### src/hw/rtl/qxmm_pkg.sv
// Types, constants and register codes shared by the quad-X mixer files.
`default_nettype none
package qxmm_pkg;

  localparam logic [11:0] COMP_LOW = 12'd800;
  localparam logic signed [12:0] COMP_REF = 13'sd1240;

  localparam logic [11:0] RST_THROTTLE_CEILING = 12'd1850;
  localparam logic        RST_COMP_ENABLE      = 1'b1;
  localparam logic [11:0] RST_COMP_THRESHOLD   = 12'd1200;
  localparam logic [11:0] RST_RUN_MIN_PULSE    = 12'd1100;
  localparam logic [11:0] RST_RUN_MAX_PULSE    = 12'd2000;
  localparam logic [11:0] RST_KEEPALIVE_PULSE  = 12'd1000;

  typedef enum logic [2:0] {
    CFG_THROTTLE_CEILING = 3'd0,
    CFG_COMP_ENABLE      = 3'd1,
    CFG_COMP_THRESHOLD   = 3'd2,
    CFG_RUN_MIN_PULSE    = 3'd3,
    CFG_RUN_MAX_PULSE    = 3'd4,
    CFG_KEEPALIVE_PULSE  = 3'd5
  } cfg_index_t;

  typedef logic signed [14:0] mix_val_t;
  typedef logic signed [27:0] prod_val_t;
  typedef logic signed [14:0] delta_t;
  typedef logic [11:0]        pulse_t;

  // after mixing: factor is zero when compensation is off
  typedef struct packed {
    logic                fly;
    logic signed [12:0]  factor;
    mix_val_t [3:0]      m;
  } mix_item_t;

  typedef struct packed {
    logic            fly;
    mix_val_t [3:0]  m;
    prod_val_t [3:0] prod;
  } prod_item_t;

  typedef struct packed {
    logic            fly;
    mix_val_t [3:0]  m;
    delta_t [3:0]    d;
  } delta_item_t;

endpackage
`default_nettype wire

### src/hw/rtl/qxmm_ifs.sv
// Handshake interfaces for the command and motor channels.
`default_nettype none
interface qxmm_cmd_if;
  logic                valid;
  logic                ready;
  logic                fly_enable;
  logic [11:0]         throttle_level;
  logic [11:0]         battery_level;
  logic signed [11:0]  pitch_correction;
  logic signed [11:0]  roll_correction;
  logic signed [11:0]  yaw_correction;

  modport source (output valid, fly_enable, throttle_level, battery_level,
                  pitch_correction, roll_correction, yaw_correction,
                  input ready);
  modport sink (input valid, fly_enable, throttle_level, battery_level,
                pitch_correction, roll_correction, yaw_correction,
                output ready);
endinterface

interface qxmm_motor_if;
  logic        valid;
  logic        ready;
  logic [11:0] motor_one_pulse;
  logic [11:0] motor_two_pulse;
  logic [11:0] motor_three_pulse;
  logic [11:0] motor_four_pulse;

  modport source (output valid, motor_one_pulse, motor_two_pulse,
                  motor_three_pulse, motor_four_pulse, input ready);
  modport sink (input valid, motor_one_pulse, motor_two_pulse,
                motor_three_pulse, motor_four_pulse, output ready);
endinterface
`default_nettype wire

### src/hw/rtl/quad_x_motor_mixer.sv
// Top level of the quad-X motor mixer: config registers and four-stage pipeline.
//
//   channel  dir  handshake        payload
//   cmd      in   valid / ready    fly_enable, throttle_level, battery_level,
//                                  pitch/roll/yaw_correction
//   motor    out  valid / ready    motor_one..four_pulse
//   cfg      in   cfg_we           cfg_index, cfg_data (write only)
//
// A result reaches motor through four register stages, the first loaded at
// the edge that accepts its item; one item per cycle sustained while
// motor.ready is held high. Stages: mix, multiply by factor, scale by
// 300 and shift, add and clamp into the output register.
// Reset (rst, synchronous) empties the pipeline and loads register defaults.
// Each stage holds while its successor is full and stalled; bubbles are
// squeezed out, so cmd.ready drops only when all four stages are full.
`default_nettype none
module quad_x_motor_mixer (
  input  wire logic          clk,
  input  wire logic          rst,
  qxmm_cmd_if.sink           cmd,
  qxmm_motor_if.source       motor,
  input  wire logic          cfg_we,
  input  wire logic [2:0]    cfg_index,
  input  wire logic [11:0]   cfg_data
);

  // configuration registers
  logic [11:0] throttle_ceiling;
  logic        comp_enable;
  logic [11:0] comp_threshold;
  logic [11:0] run_min_pulse;
  logic [11:0] run_max_pulse;
  logic [11:0] keepalive_pulse;

  // pipeline links
  logic                            mix_valid, mix_ready;
  qxmm_pkg::mix_item_t             mix_item;
  logic                            cmp_valid, cmp_ready;
  qxmm_pkg::delta_item_t           cmp_item;
  qxmm_pkg::pulse_t [3:0]          pulses;

  always_ff @(posedge clk) begin
    if (rst) begin
      throttle_ceiling <= qxmm_pkg::RST_THROTTLE_CEILING;
      comp_enable      <= qxmm_pkg::RST_COMP_ENABLE;
      comp_threshold   <= qxmm_pkg::RST_COMP_THRESHOLD;
      run_min_pulse    <= qxmm_pkg::RST_RUN_MIN_PULSE;
      run_max_pulse    <= qxmm_pkg::RST_RUN_MAX_PULSE;
      keepalive_pulse  <= qxmm_pkg::RST_KEEPALIVE_PULSE;
    end else if (cfg_we) begin
      unique case (cfg_index)
        qxmm_pkg::CFG_THROTTLE_CEILING: throttle_ceiling <= cfg_data;
        qxmm_pkg::CFG_COMP_ENABLE:      comp_enable      <= cfg_data[0];
        qxmm_pkg::CFG_COMP_THRESHOLD:   comp_threshold   <= cfg_data;
        qxmm_pkg::CFG_RUN_MIN_PULSE:    run_min_pulse    <= cfg_data;
        qxmm_pkg::CFG_RUN_MAX_PULSE:    run_max_pulse    <= cfg_data;
        qxmm_pkg::CFG_KEEPALIVE_PULSE:  keepalive_pulse  <= cfg_data;
        default: ;  // unused indexes are ignored
      endcase
    end
  end

  // stage 1: cap, mix, factor
  qxmm_mix u_mix (
    .clk              (clk),
    .rst              (rst),
    .up_valid         (cmd.valid),
    .up_ready         (cmd.ready),
    .fly_enable       (cmd.fly_enable),
    .throttle_level   (cmd.throttle_level),
    .battery_level    (cmd.battery_level),
    .pitch_correction (cmd.pitch_correction),
    .roll_correction  (cmd.roll_correction),
    .yaw_correction   (cmd.yaw_correction),
    .throttle_ceiling (throttle_ceiling),
    .comp_enable      (comp_enable),
    .comp_threshold   (comp_threshold),
    .dn_valid         (mix_valid),
    .dn_ready         (mix_ready),
    .dn_item          (mix_item)
  );

  // stages 2 and 3: battery correction term
  qxmm_comp u_comp (
    .clk      (clk),
    .rst      (rst),
    .up_valid (mix_valid),
    .up_ready (mix_ready),
    .up_item  (mix_item),
    .dn_valid (cmp_valid),
    .dn_ready (cmp_ready),
    .dn_item  (cmp_item)
  );

  // stage 4: add, clamp, standby select; output register
  qxmm_clamp u_clamp (
    .clk             (clk),
    .rst             (rst),
    .up_valid        (cmp_valid),
    .up_ready        (cmp_ready),
    .up_item         (cmp_item),
    .run_min_pulse   (run_min_pulse),
    .run_max_pulse   (run_max_pulse),
    .keepalive_pulse (keepalive_pulse),
    .dn_valid        (motor.valid),
    .dn_ready        (motor.ready),
    .dn_pulse        (pulses)
  );

  assign motor.motor_one_pulse   = pulses[0];
  assign motor.motor_two_pulse   = pulses[1];
  assign motor.motor_three_pulse = pulses[2];
  assign motor.motor_four_pulse  = pulses[3];

`ifndef SYNTHESIS
  // input back-pressure only when the whole pipe is full and the output stalls
  a_full_stall: assert property (@(posedge clk) disable iff (rst)
    !cmd.ready |-> (motor.valid && !motor.ready && cmp_valid && mix_valid))
    else $error("input stalled with room in the pipeline");
`endif

endmodule
`default_nettype wire

### src/hw/rtl/qxmm_mix.sv
// Stage 1: throttle cap, quad-X mix and compensation factor.
`default_nettype none
module qxmm_mix (
  input  wire logic                 clk,
  input  wire logic                 rst,
  input  wire logic                 up_valid,
  output logic                      up_ready,
  input  wire logic                 fly_enable,
  input  wire logic [11:0]          throttle_level,
  input  wire logic [11:0]          battery_level,
  input  wire logic signed [11:0]   pitch_correction,
  input  wire logic signed [11:0]   roll_correction,
  input  wire logic signed [11:0]   yaw_correction,
  input  wire logic [11:0]          throttle_ceiling,
  input  wire logic                 comp_enable,
  input  wire logic [11:0]          comp_threshold,
  output logic                      dn_valid,
  input  wire logic                 dn_ready,
  output qxmm_pkg::mix_item_t       dn_item
);

  logic                  en;
  logic [11:0]           t;
  qxmm_pkg::mix_val_t    te, pe, re, ye;
  logic                  comp_on;
  qxmm_pkg::mix_item_t   item_next;

  assign en       = !dn_valid || dn_ready;
  assign up_ready = en;

  always_comb begin
    t  = (throttle_level > throttle_ceiling) ? throttle_ceiling : throttle_level;
    te = qxmm_pkg::mix_val_t'({3'b000, t});
    pe = qxmm_pkg::mix_val_t'({{3{pitch_correction[11]}}, pitch_correction});
    re = qxmm_pkg::mix_val_t'({{3{roll_correction[11]}}, roll_correction});
    ye = qxmm_pkg::mix_val_t'({{3{yaw_correction[11]}}, yaw_correction});
    comp_on = comp_enable && (battery_level < comp_threshold)
              && (battery_level > qxmm_pkg::COMP_LOW);
    item_next.fly    = fly_enable;
    item_next.factor = comp_on ? (qxmm_pkg::COMP_REF - $signed({1'b0, battery_level}))
                               : 13'sd0;
    item_next.m[0] = te - pe + re - ye;
    item_next.m[1] = te + pe + re + ye;
    item_next.m[2] = te + pe - re - ye;
    item_next.m[3] = te - pe - re + ye;
  end

  always_ff @(posedge clk) begin
    if (rst) begin
      dn_valid <= 1'b0;
    end else if (en) begin
      dn_valid <= up_valid;
    end
  end

  always_ff @(posedge clk) begin
    if (en && up_valid) begin
      dn_item <= item_next;
    end
  end

endmodule
`default_nettype wire

### src/hw/rtl/qxmm_comp.sv
// Stages 2 and 3: compensation product, then scale by 300 and shift.
`default_nettype none
module qxmm_comp (
  input  wire logic                 clk,
  input  wire logic                 rst,
  input  wire logic                 up_valid,
  output logic                      up_ready,
  input  wire qxmm_pkg::mix_item_t  up_item,
  output logic                      dn_valid,
  input  wire logic                 dn_ready,
  output qxmm_pkg::delta_item_t     dn_item
);

  logic                   en2, en3;
  logic                   v2;
  qxmm_pkg::prod_item_t   s2;
  qxmm_pkg::prod_val_t    prod_c [4];
  logic signed [36:0]     px [4];
  logic signed [36:0]     p300 [4];
  logic [36:0]            mag [4];
  logic [13:0]            q [4];
  qxmm_pkg::delta_item_t  d_next;

  assign en3      = !dn_valid || dn_ready;
  assign en2      = !v2 || en3;
  assign up_ready = en2;

  always_comb begin
    for (int k = 0; k < 4; k++) begin
      prod_c[k] = $signed(up_item.m[k]) * $signed(up_item.factor);
    end
  end

  // x*300 = x*256 + x*32 + x*8 + x*4, then magnitude >> 20 (truncate to zero)
  always_comb begin
    d_next.fly = s2.fly;
    d_next.m   = s2.m;
    for (int k = 0; k < 4; k++) begin
      px[k]   = {{9{s2.prod[k][27]}}, s2.prod[k]};
      p300[k] = (px[k] <<< 8) + (px[k] <<< 5) + (px[k] <<< 3) + (px[k] <<< 2);
      mag[k]  = p300[k][36] ? 37'(-p300[k]) : 37'(p300[k]);
      q[k]    = mag[k][33:20];
      d_next.d[k] = p300[k][36] ? -$signed({1'b0, q[k]}) : $signed({1'b0, q[k]});
    end
  end

  always_ff @(posedge clk) begin
    if (rst) begin
      v2       <= 1'b0;
      dn_valid <= 1'b0;
    end else begin
      if (en2) v2 <= up_valid;
      if (en3) dn_valid <= v2;
    end
  end

  always_ff @(posedge clk) begin
    if (en2 && up_valid) begin
      s2.fly <= up_item.fly;
      s2.m   <= up_item.m;
      for (int k = 0; k < 4; k++) begin
        s2.prod[k] <= prod_c[k];
      end
    end
    if (en3 && v2) begin
      dn_item <= d_next;
    end
  end

`ifndef SYNTHESIS
  // a zero product must give a zero correction
  a_zero_prod: assert property (@(posedge clk) disable iff (rst)
    (en3 && v2 && s2.prod[0] == '0 && s2.prod[3] == '0)
      |=> (dn_item.d[0] == '0 && dn_item.d[3] == '0))
    else $error("zero product gave non-zero correction");
  // correction sign never opposes the product sign
  a_sign: assert property (@(posedge clk) disable iff (rst)
    (en3 && v2 && !s2.prod[1][27]) |=> !dn_item.d[1][14])
    else $error("correction sign flipped");
`endif

endmodule
`default_nettype wire

### src/hw/rtl/qxmm_clamp.sv
// Stage 4: add correction, clamp to running range, select keepalive.
`default_nettype none
module qxmm_clamp (
  input  wire logic                   clk,
  input  wire logic                   rst,
  input  wire logic                   up_valid,
  output logic                        up_ready,
  input  wire qxmm_pkg::delta_item_t  up_item,
  input  wire logic [11:0]            run_min_pulse,
  input  wire logic [11:0]            run_max_pulse,
  input  wire logic [11:0]            keepalive_pulse,
  output logic                        dn_valid,
  input  wire logic                   dn_ready,
  output qxmm_pkg::pulse_t [3:0]      dn_pulse
);

  logic                     en;
  logic signed [15:0]       sum [4];
  logic signed [15:0]       lo, hi;
  qxmm_pkg::pulse_t [3:0]   pulse_next;

  assign en       = !dn_valid || dn_ready;
  assign up_ready = en;

  always_comb begin
    lo = $signed({4'b0000, run_min_pulse});
    hi = $signed({4'b0000, run_max_pulse});
    for (int k = 0; k < 4; k++) begin
      sum[k] = $signed({up_item.m[k][14], up_item.m[k]})
               + $signed({up_item.d[k][14], up_item.d[k]});
      if (!up_item.fly) begin
        pulse_next[k] = keepalive_pulse;
      end else if (sum[k] < lo) begin
        pulse_next[k] = run_min_pulse;
      end else if (sum[k] > hi) begin
        pulse_next[k] = run_max_pulse;
      end else begin
        pulse_next[k] = sum[k][11:0];
      end
    end
  end

  always_ff @(posedge clk) begin
    if (rst) begin
      dn_valid <= 1'b0;
    end else if (en) begin
      dn_valid <= up_valid;
    end
  end

  always_ff @(posedge clk) begin
    if (en && up_valid) begin
      dn_pulse <= pulse_next;
    end
  end

`ifndef SYNTHESIS
  // flying output stays inside an ordered running range
  a_range: assert property (@(posedge clk) disable iff (rst)
    (en && up_valid && up_item.fly && run_min_pulse <= run_max_pulse)
      |=> (dn_pulse[0] >= run_min_pulse && dn_pulse[0] <= run_max_pulse
           && dn_pulse[2] >= run_min_pulse && dn_pulse[2] <= run_max_pulse))
    else $error("motor pulse outside running range");
`endif

endmodule
`default_nettype wire
### src/flat_wrapper.sv
// flat-port wrapper written by rule: the top's interface ports become plain ports
module quad_x_motor_mixer_flat 
  (clk, rst, cfg_we, cfg_index, cfg_data, cmd_valid, cmd_fly_enable, cmd_throttle_level, cmd_battery_level, cmd_pitch_correction, cmd_roll_correction, cmd_yaw_correction, cmd_ready, motor_valid, motor_motor_one_pulse, motor_motor_two_pulse, motor_motor_three_pulse, motor_motor_four_pulse, motor_ready);
  qxmm_cmd_if cmd_i ();
  qxmm_motor_if motor_i ();
  input  wire logic clk;
  input  wire logic rst;
  input  wire logic cfg_we;
  input  wire logic [2:0] cfg_index;
  input  wire logic [11:0] cfg_data;
  input wire logic [$bits(cmd_i.valid)-1:0] cmd_valid;
  input wire logic [$bits(cmd_i.fly_enable)-1:0] cmd_fly_enable;
  input wire logic [$bits(cmd_i.throttle_level)-1:0] cmd_throttle_level;
  input wire logic [$bits(cmd_i.battery_level)-1:0] cmd_battery_level;
  input wire logic [$bits(cmd_i.pitch_correction)-1:0] cmd_pitch_correction;
  input wire logic [$bits(cmd_i.roll_correction)-1:0] cmd_roll_correction;
  input wire logic [$bits(cmd_i.yaw_correction)-1:0] cmd_yaw_correction;
  output wire logic [$bits(cmd_i.ready)-1:0] cmd_ready;
  output wire logic [$bits(motor_i.valid)-1:0] motor_valid;
  output wire logic [$bits(motor_i.motor_one_pulse)-1:0] motor_motor_one_pulse;
  output wire logic [$bits(motor_i.motor_two_pulse)-1:0] motor_motor_two_pulse;
  output wire logic [$bits(motor_i.motor_three_pulse)-1:0] motor_motor_three_pulse;
  output wire logic [$bits(motor_i.motor_four_pulse)-1:0] motor_motor_four_pulse;
  input wire logic [$bits(motor_i.ready)-1:0] motor_ready;
  assign cmd_i.valid = cmd_valid;
  assign cmd_i.fly_enable = cmd_fly_enable;
  assign cmd_i.throttle_level = cmd_throttle_level;
  assign cmd_i.battery_level = cmd_battery_level;
  assign cmd_i.pitch_correction = cmd_pitch_correction;
  assign cmd_i.roll_correction = cmd_roll_correction;
  assign cmd_i.yaw_correction = cmd_yaw_correction;
  assign cmd_ready = cmd_i.ready;
  assign motor_valid = motor_i.valid;
  assign motor_motor_one_pulse = motor_i.motor_one_pulse;
  assign motor_motor_two_pulse = motor_i.motor_two_pulse;
  assign motor_motor_three_pulse = motor_i.motor_three_pulse;
  assign motor_motor_four_pulse = motor_i.motor_four_pulse;
  assign motor_i.ready = motor_ready;
  quad_x_motor_mixer u_core (.clk(clk), .rst(rst), .cmd(cmd_i), .motor(motor_i), .cfg_we(cfg_we), .cfg_index(cfg_index), .cfg_data(cfg_data));
endmodule
### config.mk
export PLATFORM = sky130hd
export DESIGN_NAME = quad_x_motor_mixer_flat
export DESIGN_NICKNAME = d
export VERILOG_FILES = /design/src/hw/rtl/qxmm_pkg.sv /design/src/hw/rtl/qxmm_ifs.sv /design/src/hw/rtl/quad_x_motor_mixer.sv /design/src/hw/rtl/qxmm_mix.sv /design/src/hw/rtl/qxmm_comp.sv /design/src/hw/rtl/qxmm_clamp.sv /design/src/flat_wrapper.sv
export SDC_FILE = /design/constraint.sdc
export NUM_CORES = 2
export LEC_CHECK = 0
export ABC_AREA = 1
export BUFFER_PORTS_ARGS = -buffer_cell sky130_fd_sc_hd__buf_4
export CAP_MARGIN = 20
export CORE_MARGIN = 3
export CORE_UTILIZATION = 65
export DETAILED_ROUTE_END_ITERATION = 8
export PLACE_DENSITY = 0.91
export SYNTH_ARGS = -nofsm -noshare
export SYNTH_HDL_FRONTEND = slang
export SYNTH_SLANG_ARGS = --single-unit
export TNS_END_PERCENT = 1
### constraint.sdc
create_clock -name clk -period 19 [get_ports clk]
set_input_delay 3.8 -clock clk [delete_from_list [all_inputs] [get_ports clk]]
set_output_delay 3.8 -clock clk [all_outputs]
set_load 0.03 [all_outputs]
### Word-level counts from Yosys, hierarchy flattened

Index checks and enable logic that the tools add are counted.

| storage, ports and cells | value |
|---|---|
| register bits | 481 |
| output and inout bits | 50 |
| word-level logic and storage cells | 139 |
| input bits | 81 |

| cells by class | value |
|---|---|
| $mul | 4 |
| add/subtract/negate cells | 35 |
| reductions and logical operators | 21 |
| order comparisons | 11 |
| equality and inequality tests | 5 |
| muxes and demuxes | 21 |

Operator list:

| operator | number |
|---|---|
| 12-bit 2-to-1 mux | 13 |
| 36-bit by 33-bit adder with 37-bit output | 4 |
| 37-bit by 30-bit adder with 37-bit output | 4 |
| 37-bit by 31-bit adder with 37-bit output | 4 |
| 34-bit 2-to-1 mux | 4 |
| 34-bit negator | 4 |
| 15-bit by 13-bit multiplier with 28-bit output | 4 |
| 15-bit by 15-bit adder with 16-bit output | 4 |
| 16-bit by 13-bit greater-than comparator with 1-bit output | 4 |
| 16-bit by 13-bit < comparator with 1-bit output | 4 |
| 14-bit negator with 15-bit output | 4 |
| 14-bit 2-to-1 mux | 4 |
| 14-bit by 12-bit adder with 15-bit output | 2 |
| 15-bit by 12-bit adder with 15-bit output | 2 |
| 14-bit by 12-bit subtractor with 15-bit output | 2 |
| 15-bit by 12-bit subtractor with 15-bit output | 2 |
| 13-bit by 12-bit adder with 14-bit output | 1 |
| 13-bit by 12-bit subtractor with 14-bit output | 1 |
| 11-bit by 12-bit subtractor with 13-bit output, first input constant | 1 |
| 12-bit by 10-bit greater-than comparator with 1-bit output, second input constant | 1 |
| 12-bit greater-than comparator | 1 |
| 12-bit < comparator | 1 |
| 2-bit AND reduction | 6 |
| 3-bit by 2-bit equality test with 1-bit output, second input constant | 2 |
| other kinds (6) | 18 |

### Longest topological paths before layout

| depth | value |
|---|---|
| depth after elaboration | 7 |
| gate-level depth with buffers | 39 |
| mapped depth without buffers | 37 |

### Hierarchy

A second synthesis with hierarchy kept.

| second synthesis, totals | value |
|---|---|
| cell total of the unflattened synthesis | 9757 |
| area, all modules | 75897.8 µm² |

By module, submodules not included:

| module | area an instance (µm²) | cells each | instances | sequential area each (µm²) |
|---|---|---|---|---|
| qxmm_comp | 55782.2 | 6927 | 1 | 8868.5 |
| qxmm_clamp | 8869.8 | 1363 | 1 | 1461.4 |
| qxmm_mix | 8862.2 | 1136 | 1 | 2242.2 |
| quad_x_motor_mixer | 2383.5 | 331 | 1 | 1221.2 |

### Worst setup path before layout

No wires, ideal clock.

| timing | value |
|---|---|
| kind | input port to flip-flop |
| start point | input cmd_throttle_level[9] |
| end point | register u_core.u_mix.dn_item[44] (netlist bit) (data pin) |
| buffers on the path | 2 |
| data arrival time | 8.562 ns |
| stages on the path | 27 |
| setup slack | 10.173 ns |
| cells stage by stage | ha_1 nand4_1 o41ai_1 clkbuf_1 nand2_1 o21ai_0 ha_1 clkbuf_1 o31ai_1 a21oi_1 o21bai_1 nand2_1 nand2_1 nand2_1 nand3_1 nand2_1 fa_1 inv_1 ha_1 a21oi_1 o21ai_0 a21oi_1 o21bai_1 a21o_1 a21oi_1 o21ai_0 xor2_1 |

RTL lines:

| element | line | source |
|---|---|---|
| start: declaration | flat_wrapper.sv:13 | `input wire logic [$bits(cmd_i.throttle_level)-1:0] cmd_throttle_level;` |
| end signal: assignment | qxmm_mix.sv:58 | `dn_item <= item_next;` |
| end: declaration | qxmm_mix.sv:19 | `output qxmm_pkg::mix_item_t dn_item` |

==> impl_metrics.py <==
metrics = {
    "detailed_routing": {
        "viasPerCell": 5.76,
        "drt_iter0_markers": 6523,
        "detail_route.wl_per_cell_um": 19.8,
        "wl_um": 215000,
        "drtAntennaViolNets": 0,
        "drc": 0,
        "drt_pass1_iterations": 7,
        "detailroute.via_count": 62500,
    },
    "yosys": {
        "synth_edf_count": 416,
        "synth_warnings": 0,
        "postSynthAreaPerCell_sq_um": 7.96,
        "yosysMostFrequentCell": "nand2_1",
        "seq_area_frac_synth": 0.187,
        "syn-instance-count": 9279,
        "synthFlopType": "edfxtp_1",
        "synth_top_area_share": 0.271,
        "synthTopCellsByCount": "2,419 x nand2_1, 2,173 x inv_1, 999 x fa_1",
        "syn_area_sq_um": 73900,
        "ys_seq_elements": 481,
        "syn-num-nets": 11100,
        "synth-async-reset-ratio": 0,
        "synthTopCellsByArea": "fa_1 27%, edfxtp_1 17%, nand2_1 12%, ha_1 12%, inv_1 11%",
        "synth.largest_area_cell": "fa_1",
        "yosysUniqueCellTypes": 56,
    },
    "setup_path": {
        "cp_data_arrival_time_ns": 9.71,
        "end_kind": "register",
        "cp.required_ns": 19.44,
        "worstSetupStartpoint": "cmd_throttle_level[3]",
        "crit_path_max_fanout": 9,
        "r2r-start": "u_core.u_mix.dn_item[65]",
        "startpoint_type": "input port",
        "path_class": "input port to register",
    },
    "layout": {
        "drive_above_1_share": 0.0447,
        "nets": 11100,
        "area_delta_synth_final_pct": 5.92,
        "num-fill-cells": 8527,
        "post-route-cell-area_sq_um": 78200,
    },
    "cts": {
        "cts_made_buffers": 57,
        "cts_tree": "done",
        "clk_path_buf_depth": 3,
        "clk_pin_slew_ns": 0.07,
        "cts_sinks": 481,
        "cts_max_level": 2,
        "insertion_delay_ns": 0.73,
        "cts_root_buffer": "clkbuf_16",
        "cts_setup_buffers": 0,
        "hold_buffers": 0,
        "cts_resized": 0,
    },
    "global_route": {
        "grt_overflow": 0,
        "grt_pass1_vias": 64300,
        "antenna_found_initial": 14,
        "grt_use_total": 0.369,
        "grt_pass1_wl_um": 339000,
        "grt_max_degree": 76,
    },
    "floorplanning": {
        "initial_core_util": 0.656,
        "dieArea_sq_um": 118000,
        "die-width_um": 343,
        "die_y_um": 343,
        "core_area_sq_um": 113000,
        "fp-row-count": 123,
        "io-pin-count": 131,
    },
    "placement": {
        "dp_hpwl_um": 170000,
        "placed_area_sq_um": 76100,
        "gp_congestion": 1.00,
        "numPortBuffers": 130,
    },
    "timing": {
        "slew_violations": 0,
        "fin_worst_skew_ns": 0.0591,
        "finalSetupViolCount": 0,
        "rsz0062_at_grt": "false",
        "worstMarginPinSlew_ns": 1.19,
        "hold-worst-slack_ns": 0.416,
        "fmax_ghz": 0.108,
        "finalCritPeriodShare": 0.488,
        "fin_tns_setup_ns": 0,
        "min_period_ns": 9.28,
        "finalHoldViolations": 0,
        "max_slew_margin": 0.206,
    },
    "min_path": {
        "min-delay-start": "u_core.u_comp.d_next[92]",
        "hold_path.class": "register to register",
    },
    "flow_run": {
        "cap_violations": 0,
    },
    "outcome": {
        "status": "finished, final reports clean",
    },
}
-- worst max-delay path, cell delays in order --
cell and delay, ns:
buf_4 0.12, ha_1 0.28, nand2_1 0.08, o21a_1 0.18, o311ai_0 0.35, o41ai_2 0.25
o21ai_0 0.55, inv_1 0.18, fa_1 0.45, o31ai_1 0.38, xor2_1 0.18, fa_1 0.51
inv_1 0.06, ha_1 0.36, nand2_1 0.08, o21ai_0 0.40, a21oi_1 0.18, o21bai_1 0.32
a21boi_0 0.22, o21ai_0 0.37, a21oi_1 0.14, nor2_1 0.11, nor2_1 0.05, xnor2_1 0.12
-- per-layer routing --
metal,part of all wire,vias up,global-route usage
li1,-,28500,-
met3,0.11,979,0.0960
met2,0.46,3327,0.603
met1,0.35,29700,0.441
met5,0.00016,-,0
met4,0.072,6,0.219
-- layout by cell type, fill, tap and decap left out, types with 166 or more instances in the layout --
cell type	n
a21oi_1	438
edfxtp_1	416
buf_4	166
nor2_1	376
fa_1	999
xor2_1	189
nand3_1	452
o21ai_0	178
inv_1	2171
ha_1	724
nand2_1	2419
-- cells by family after synthesis --
group | synth area share
xor gates and xnor gates | 0.0345
buffers and inverters | 0.123
DFF | 0.187
adders and majority gates | 0.393
AOI/OAI and AO/OA | 0.0590
and+or+nand+nor | 0.203
-- stage by stage --
stage / cells / setup slack (ns) / util
after detailed placement: 10700 / 9.03 / 0.676
after global routing: 10800 / 9.28 / 0.694
after CTS: 10800 / 9.78 / 0.694
after global placement: 10700 / 9.05 / 0.676
final: 10900 / 9.72 / 0.694
after floorplan: 9279 / 10.17 / -
-- registers in the layout (all words and copies together) (netlist names), 12 cells and up --
register                 count
u_core.u_comp.px           112
u_core.u_mix.dn_item        74
u_core.comp_threshold       12
u_core.keepalive_pulse      12
u_core.u_comp.d_next        61
u_core.run_max_pulse        12
u_core.run_min_pulse        12
u_core.u_clamp.dn_pulse     48
u_core.u_comp.dn_item      121
u_core.throttle_ceiling     12
-- final timing paths --
kind | to | slack (ns) | cells after the start
worst max-delay path | u_core.u_mix.dn_item[43] | 9.72 | 24
worst min-delay path | u_core.u_comp.dn_item[92] | 0.42 | 0
worst max register to register | u_core.u_comp.px[99] | 11.10 | 21
worst min register to register | u_core.u_comp.dn_item[92] | 0.42 | 0
-- final cells by class --
cell class,count,area [sq um],area share
multi-input cells,6396,51000,0.652
clock inverters,43,571,0.00729
flip-flops and latches,481,13800,0.176
inverters,2190,8230,0.105
clock buffers,65,1480,0.0189
diodes,8,20.0,0.000256
well taps,1500,1880,0.0240
repair buffers,168,1280,0.0164
Power is not shown: default switching activity piles up to over one toggle a cycle in this logic, so the estimate is an artifact.
